### src/hw/rtl/hsc_pkg.sv
// shared types, codes and bit-placement functions for the hamming sec codec
package hsc_pkg;

	localparam int MAX_DATA_BITS = 57;
	localparam int WORD_W        = 63;
	localparam int KW            = 6;
	localparam int SYN_W         = 6;

	localparam logic CMD_ENCODE = 1'b0;
	localparam logic CMD_DECODE = 1'b1;

	localparam logic [1:0] ST_CLEAN   = 2'd0;
	localparam logic [1:0] ST_PARITY  = 2'd1;
	localparam logic [1:0] ST_FIXED   = 2'd2;
	localparam logic [1:0] ST_UNCORR  = 2'd3;

	localparam logic [KW-1:0] DATA_BITS_RST = KW'(4);
	localparam logic [KW-1:0] DATA_BITS_MAX = KW'(MAX_DATA_BITS);

	typedef struct packed {
		logic [WORD_W-1:0] word;
		logic [1:0]        status;
	} hsc_result_t;

	// codeword length for a (clamped) data length
	function automatic logic [KW-1:0] code_len(logic [KW-1:0] k);
		logic [KW-1:0] r;
		case (k) inside
			6'd0:         r = 6'd0;
			6'd1:         r = 6'd2;
			[6'd2:6'd4]:  r = 6'd3;
			[6'd5:6'd11]: r = 6'd4;
			[6'd12:6'd26]: r = 6'd5;
			default:      r = 6'd6;
		endcase
		return (k == 6'd0) ? 6'd0 : k + r;
	endfunction

	// data bit j to the j-th non power-of-two position
	function automatic logic [WORD_W-1:0] scatter(logic [WORD_W-1:0] d);
		logic [WORD_W-1:0] cw;
		int j;
		cw = '0;
		j  = 0;
		for (int p = 1; p <= WORD_W; p++) begin
			if ((p & (p - 1)) != 0) begin
				cw[p-1] = d[j];
				j++;
			end
		end
		return cw;
	endfunction

	// inverse of scatter
	function automatic logic [WORD_W-1:0] gather(logic [WORD_W-1:0] cw);
		logic [WORD_W-1:0] d;
		int j;
		d = '0;
		j = 0;
		for (int p = 1; p <= WORD_W; p++) begin
			if ((p & (p - 1)) != 0) begin
				d[j] = cw[p-1];
				j++;
			end
		end
		return d;
	endfunction

	// even-parity checks, bit i covers positions with index bit i set
	function automatic logic [SYN_W-1:0] syndrome(logic [WORD_W-1:0] cw);
		logic [SYN_W-1:0] s;
		s = '0;
		for (int i = 0; i < SYN_W; i++) begin
			for (int p = 1; p <= WORD_W; p++) begin
				if (((p >> i) & 1) != 0)
					s[i] = s[i] ^ cw[p-1];
			end
		end
		return s;
	endfunction

endpackage

### src/hw/rtl/hsc_if.sv
// valid/ready channel interfaces for request and result words
interface hsc_req_if;
	logic                           valid;
	logic                           ready;
	logic                           command;
	logic [hsc_pkg::WORD_W-1:0]     word_in;

	modport source (output valid, output command, output word_in, input ready);
	modport sink   (input valid, input command, input word_in, output ready);
endinterface

interface hsc_rsp_if;
	logic                           valid;
	logic                           ready;
	logic [hsc_pkg::WORD_W-1:0]     word_out;
	logic [1:0]                     status;

	modport source (output valid, output word_out, output status, input ready);
	modport sink   (input valid, input word_out, input status, output ready);
endinterface

### src/hw/rtl/hamming_sec_codec_core.sv
// top level: input register, codec logic, result register
//
// channel  dir  fields                 meaning
// req      in   command, word_in       encode data word or decode codeword
// rsp      out  word_out, status       codeword or extracted data, check status
// cfg      in   cfg_we, cfg_wdata      data length register
//
// one word per cycle sustained while rsp.ready stays high; rsp.valid follows the req accept
// through the input register and the result register around the codec logic
// rsp stall backs up into the input register, req.ready drops when both hold a word
// and rsp.ready is low
// arst_n clears both valid flags and sets the data length to 4
module hamming_sec_codec_core (
	input  logic                   clk,
	input  logic                   arst_n,
	input  logic                   cfg_we,
	input  logic [hsc_pkg::KW-1:0] cfg_wdata,
	hsc_req_if.sink                req,
	hsc_rsp_if.source              rsp
);

	logic [hsc_pkg::KW-1:0]     data_bits_q;
	logic [hsc_pkg::KW-1:0]     k;
	logic                       valid_s1;
	logic                       cmd_s1;
	logic [hsc_pkg::WORD_W-1:0] word_s1;
	logic                       valid_s2;
	logic                       cmd_s2;
	hsc_pkg::hsc_result_t       res;
	hsc_pkg::hsc_result_t       res_s2;
	logic                       adv_s1;

	always_ff @(posedge clk or negedge arst_n) begin
		if (!arst_n)
			data_bits_q <= hsc_pkg::DATA_BITS_RST;
		else if (cfg_we)
			data_bits_q <= cfg_wdata;
	end

	assign k = (data_bits_q > hsc_pkg::DATA_BITS_MAX) ? hsc_pkg::DATA_BITS_MAX : data_bits_q;

	assign adv_s1    = !valid_s2 || rsp.ready;
	assign req.ready = !valid_s1 || adv_s1;

	always_ff @(posedge clk or negedge arst_n) begin
		if (!arst_n) begin
			valid_s1 <= 1'b0;
			valid_s2 <= 1'b0;
		end else begin
			if (req.ready)
				valid_s1 <= req.valid;
			if (adv_s1)
				valid_s2 <= valid_s1;
		end
	end

	always_ff @(posedge clk) begin
		if (req.valid && req.ready) begin
			cmd_s1  <= req.command;
			word_s1 <= req.word_in;
		end
		if (valid_s1 && adv_s1) begin
			cmd_s2 <= cmd_s1;
			res_s2 <= res;
		end
	end

	hsc_codec u_codec (
		.command (cmd_s1),
		.word    (word_s1),
		.k       (k),
		.result  (res)
	);

	assign rsp.valid    = valid_s2;
	assign rsp.word_out = res_s2.word;
	assign rsp.status   = res_s2.status;

	a_enc_clean: assert property (@(posedge clk) disable iff (!arst_n)
		valid_s2 && cmd_s2 == hsc_pkg::CMD_ENCODE |->
		res_s2.status == hsc_pkg::ST_CLEAN && hsc_pkg::syndrome(res_s2.word) == '0)
		else $error("encoded word fails its own parity checks");

	a_out_width: assert property (@(posedge clk) disable iff (!arst_n)
		valid_s2 && cmd_s2 == hsc_pkg::CMD_DECODE |->
		(res_s2.word & ({hsc_pkg::WORD_W{1'b1}} << k)) == '0)
		else $error("decoded word has bits beyond the data length");

	a_s1_hold: assert property (@(posedge clk) disable iff (!arst_n)
		valid_s1 && !adv_s1 |=> valid_s1 && $stable(word_s1) && $stable(cmd_s1))
		else $error("input register lost a stalled word");

	a_s1_load: assert property (@(posedge clk) disable iff (!arst_n)
		req.valid && req.ready |=> valid_s1)
		else $error("accepted word not captured");

endmodule

### src/hw/rtl/hsc_codec.sv
// combinational encode/check/correct logic for one word
module hsc_codec (
	input  logic                           command,
	input  logic [hsc_pkg::WORD_W-1:0]     word,
	input  logic [hsc_pkg::KW-1:0]         k,
	output hsc_pkg::hsc_result_t           result
);

	logic [hsc_pkg::KW-1:0]     n;
	logic [hsc_pkg::WORD_W-1:0] kmask;
	logic [hsc_pkg::WORD_W-1:0] nmask;
	logic [hsc_pkg::WORD_W-1:0] enc;
	logic [hsc_pkg::SYN_W-1:0]  enc_par;
	logic [hsc_pkg::WORD_W-1:0] w;
	logic [hsc_pkg::SYN_W-1:0]  s;
	logic [2:0]                 fails;
	logic [hsc_pkg::WORD_W-1:0] fixed;

	assign n     = hsc_pkg::code_len(k);
	assign kmask = ~({hsc_pkg::WORD_W{1'b1}} << k);
	assign nmask = ~({hsc_pkg::WORD_W{1'b1}} << n);

	always_comb begin
		enc     = hsc_pkg::scatter(word & kmask);
		enc_par = hsc_pkg::syndrome(enc);
		for (int i = 0; i < hsc_pkg::SYN_W; i++)
			enc[(1 << i) - 1] = enc_par[i];
	end

	assign w     = word & nmask;
	assign s     = hsc_pkg::syndrome(w);
	assign fails = 3'($countones(s));
	assign fixed = w ^ ({{(hsc_pkg::WORD_W-1){1'b0}}, 1'b1} << (s - 6'd1));

	always_comb begin
		if (command == hsc_pkg::CMD_ENCODE) begin
			result.word   = enc;
			result.status = hsc_pkg::ST_CLEAN;
		end else if (fails == 3'd0) begin
			result.word   = hsc_pkg::gather(w);
			result.status = hsc_pkg::ST_CLEAN;
		end else if (fails == 3'd1) begin
			result.word   = hsc_pkg::gather(w);
			result.status = hsc_pkg::ST_PARITY;
		end else if (s > n) begin
			result.word   = hsc_pkg::gather(w);
			result.status = hsc_pkg::ST_UNCORR;
		end else begin
			result.word   = hsc_pkg::gather(fixed);
			result.status = hsc_pkg::ST_FIXED;
		end
	end

endmodule
### src/flat_wrapper.sv
// flat-port wrapper written by rule: the top's interface ports become plain ports
module hamming_sec_codec_core_flat 
  (clk, arst_n, cfg_we, cfg_wdata, req_valid, req_command, req_word_in, req_ready, rsp_valid, rsp_word_out, rsp_status, rsp_ready);
  hsc_req_if req_i ();
  hsc_rsp_if rsp_i ();
  input  logic clk;
  input  logic arst_n;
  input  logic cfg_we;
  input  logic [hsc_pkg::KW-1:0] cfg_wdata;
  input wire logic [$bits(req_i.valid)-1:0] req_valid;
  input wire logic [$bits(req_i.command)-1:0] req_command;
  input wire logic [$bits(req_i.word_in)-1:0] req_word_in;
  output wire logic [$bits(req_i.ready)-1:0] req_ready;
  output wire logic [$bits(rsp_i.valid)-1:0] rsp_valid;
  output wire logic [$bits(rsp_i.word_out)-1:0] rsp_word_out;
  output wire logic [$bits(rsp_i.status)-1:0] rsp_status;
  input wire logic [$bits(rsp_i.ready)-1:0] rsp_ready;
  assign req_i.valid = req_valid;
  assign req_i.command = req_command;
  assign req_i.word_in = req_word_in;
  assign req_ready = req_i.ready;
  assign rsp_valid = rsp_i.valid;
  assign rsp_word_out = rsp_i.word_out;
  assign rsp_status = rsp_i.status;
  assign rsp_i.ready = rsp_ready;
  hamming_sec_codec_core u_core (.clk(clk), .arst_n(arst_n), .cfg_we(cfg_we), .cfg_wdata(cfg_wdata), .req(req_i), .rsp(rsp_i));
endmodule
### config.mk
export PLATFORM = sky130hd
export DESIGN_NAME = hamming_sec_codec_core_flat
export DESIGN_NICKNAME = d
export VERILOG_FILES = /design/src/hw/rtl/hsc_pkg.sv /design/src/hw/rtl/hsc_if.sv /design/src/hw/rtl/hamming_sec_codec_core.sv /design/src/hw/rtl/hsc_codec.sv /design/src/flat_wrapper.sv
export SDC_FILE = /design/constraint.sdc
export NUM_CORES = 1
export LEC_CHECK = 0
export ABC_AREA = 1
export BUFFER_PORTS_ARGS = -buffer_cell sky130_fd_sc_hd__buf_2
export CORE_MARGIN = 8
export CORE_UTILIZATION = 35
export CTS_CLUSTER_SIZE = 20
export DETAILED_ROUTE_END_ITERATION = 6
export HOLD_SLACK_MARGIN = 0.15
export PLACE_DENSITY = 0.49
export SLEW_MARGIN = 20
export SYNTH_ARGS = -nofsm -noshare
export SYNTH_HDL_FRONTEND = slang
export SYNTH_SLANG_ARGS = --single-unit
### constraint.sdc
create_clock -name clk -period 19.8 [get_ports clk]
set_input_delay 0.99 -clock clk [delete_from_list [all_inputs] [get_ports clk]]
set_output_delay 0.99 -clock clk [all_outputs]
set_load 0.03 [all_outputs]
==> impl_results.md <==
* Outcome: complete, no violations
* Critical path startpoint category: register
* Min Tclk post-route at 10020 ps
* Share of cells above drive strength 1 at 0.151
* Routed len/inst at 27.1 um
* RSZ-0062 raised after global routing: no
* Setup Crit Path Kind: register to register
* Cell count after synthesis at 1803
* Worst-margin pin slew at 1190 ps
* Iter 0 DRT Violations at about 1600
* Die Area at about 0.042 mm2
* Final Cycle Share at 0.506
* Crit-path most repeated cell: nand2_1
* Number of synthesized flops with an enable pin at 129
* Final worst clock skew at ~15 ps
* Worst-Skew Late Latency at 440 ps
* CTS tree: built
* RePlAce Congestion at between 1 and 1.5
* Final Max Tran Viols at 0
* First-pass GRT wire length at roughly 91000 um
* Post-synth top flop: edfxtp_1
* GRT Total Usage at 0.307
* CP Max Fanout at 25
* FFs w/ async S/R, synth at 0.0584
* Worst hold path class: input port to async pin
* Initial antenna violation count at 0
* Mapped cell area at approximately 0.013 mm2
* Clock Sinks at approximately 140
* Relative slew slack at 0.202
* Area Growth Syn to Fin at 13.4%
* Sequential fraction of the synthesis area at 0.324
* Hold WS at between 300 and 400 ps
* Fin. Hold Viols at 0
* TritonCTS buffer count at 17
* Routed wire length at ~65000 um
* Root Buffer: clkbuf_16
* Fillers at about 3800
* Setup TNS at 0 ps
* Sequential Area at 0.00408 mm2
* Leak at roughly 7 nW
* FMAX at about 100 MHz
* Post-synthesis register bit count at ~140
* Row cnt at 69
* Reg clk slew, reported paths at around 60 ps
* Core area at between 0.03 and 0.04 mm2
* Slowest cell on the critical path: nand4_2
* Syn_area_per_cell at 6.97 um2
* Die height at 206 um
* Largest net degree at the start of global routing at 66
* H-tree levels at 4
* Peak supply drop at about 0.00032 V
* Hold Buf Count CTS at 0
* Yosys Warn Count at 0
* Antenna cells at 0
* CP Capture Type: register
* Number of vias per cell at around 5.5
* Setup Buffers After CTS at 0
* Worst Setup SP: u_core.data_bits_q[5]
* WP data arrival at ~10000 ps
* Ports at 142
* Total number of vias at 13100
* Final net count at between 2000 and 2500
* Post-synth net total at roughly 1900
* Chip width at approximately 200 um
* Power density cells at about 170 mW/mm2
* Critical R2R Launch: u_core.data_bits_q[5]
* Initial core utilization at 0.354
* Count of different cell masters after synthesis at 53
* Detailed placement HPWL at 54600 um
* Pre-antenna DRT Iters at 6
* CP max stage delay at around 550 ps
* Area occupied by multi-input gates at 0.00740 mm2
* Post-CTS Resized at 0
* Port Buf Inserts at around 140
* Grt ovf at 0
* CTS Buffer Depth at 2
* Vias in the first global route at about 13000
* Worst Path Required at 20000 ps
* # setup viols final at 0
* MaxCap Viol Count at 0
* ANT nets after route at 0
* DRC at 0
-- cells by family (layout without fill, tap and decap cells) --
kind of cell             after synthesis  after routing  synth area share
AO/OA/AOI/OAI                        166            166            0.0724
XOR/XNOR                             182            182             0.129
adder cells (fa/ha/maj)               17             17            0.0187
buffers and inverters                266            401            0.0886
flip-flops                           137            137             0.324
multiplexers                           1              1          0.000796
AND/OR/NAND/NOR                     1034           1034             0.366
-- worst max-delay path: cells and delay by family, from the launching register on --
family                     cells  cell delay (ps)
DFF                            1              320
and+or+nand+nor               28             4350
buffers and inverters         13             1820
adders and majority gates      7             2280
AOI/OAI and AO/OA              4              980
-- power by group --
group	switching [W]	total, W	internal (W)
clock network	0.000126	0.000335	0.000209
registers	0.0000257	0.000400	0.000374
logic	0.00130	0.00170	0.000397
-- synth_stat cells (all sizes together), types with 2 or more instances --
cell type	number	share of area
xnor2	51	0.037
nand4	32	0.021
inv	220	0.066
nor3	7	0.0032
o21ai	104	0.042
nor2	119	0.041
nand2	619	0.19
o21bai	5	0.0030
clkbuf	14	0.0042
edfxtp	129	0.31
a21boi	2	0.0012
a21oi	35	0.014
dfrtp	7	0.014
or2	8	0.0040
ha	14	0.014
nand3	239	0.099
a31oi	4	0.0020
o211ai	11	0.0066
nand3b	8	0.0048
fa	3	0.0048
buf	31	0.018
xor2	130	0.091
-- final cells by class --
type,count,area share
clock buffers,18,0.0301
clock inverters,13,0.0126
inverters,221,0.0584
multi-input cells,1400,0.519
flip-flops and latches,137,0.286
well taps,461,0.0405
repair buffers,149,0.0537
-- registers in the layout, indices dropped and copies added (netlist names) --
register,cells
u_core.word_s1,63
u_core.data_bits_q,6
u_core.valid_s1,1
u_core.rsp.status,2
u_core.cmd_s1,1
u_core.rsp.word_out,63
u_core.rsp.valid,1
-- worst paths after layout --
check / end / slack (ps) / cells past startpoint
min in group clk: u_core.rsp.valid / 510 / 2
setup reg to reg: u_core.rsp.word_out[32] / 9780 / 52
hold reg to reg: u_core.rsp.valid / 510 / 2
hold / removal: u_core.rsp.valid / 380 / 1
setup / recovery: u_core.rsp.word_out[32] / 9780 / 52
max in group asynchronous: u_core.data_bits_q[2] / 19180 / 1
-- cells in the final DEF, fill, tap and decap left out, types with 4 or more instances in the layout --
master / instances
buf_2: 141
or2_2: 7
o21ai_0: 52
a21oi_1: 33
clkbuf_16: 17
a31oi_1: 4
bufinv_16: 4
dfrtp_1: 7
nand3_2: 8
xor2_1: 130
nand4_1: 25
nor2_4: 4
nand3_1: 230
nand2_1: 593
edfxtp_1: 129
o21ai_1: 49
nand4_2: 4
nand3b_1: 8
ha_1: 14
xnor2_1: 49
o211ai_1: 11
buf_4: 8
nor2_2: 11
inv_1: 179
inv_2: 40
nor2_1: 103
nor3_1: 6
o21bai_1: 5
nand2_2: 23
-- per-stage QoR --
stage	setup WS [ps]	std cells	total power, W	util	cell area, um2
after floorplan	12600	1803	0.00158	-	12600
after global placement	10100	2368	0.00209	0.385	13600
after detailed placement	10040	2368	0.00207	0.385	13600
after CTS	10020	2399	0.00241	0.402	14300
after global routing	9230	2399	0.00257	0.402	14300
final	9780	2399	0.00244	0.402	14300
-- metal layers --
layer / vias to the layer above / wire length, um / GRT usage / part of all wire
met3: 133 / 5910 / 0.0690 / 0.091
met4: 0 / 3800 / 0.163 / 0.058
met1: 6172 / 28800 / 0.421 / 0.44
met5: - / 0 / 0 / 0
met2: 689 / 26600 / 0.442 / 0.41
li1: 6092 / - / - / -
Power figures use the tool's default switching activity.
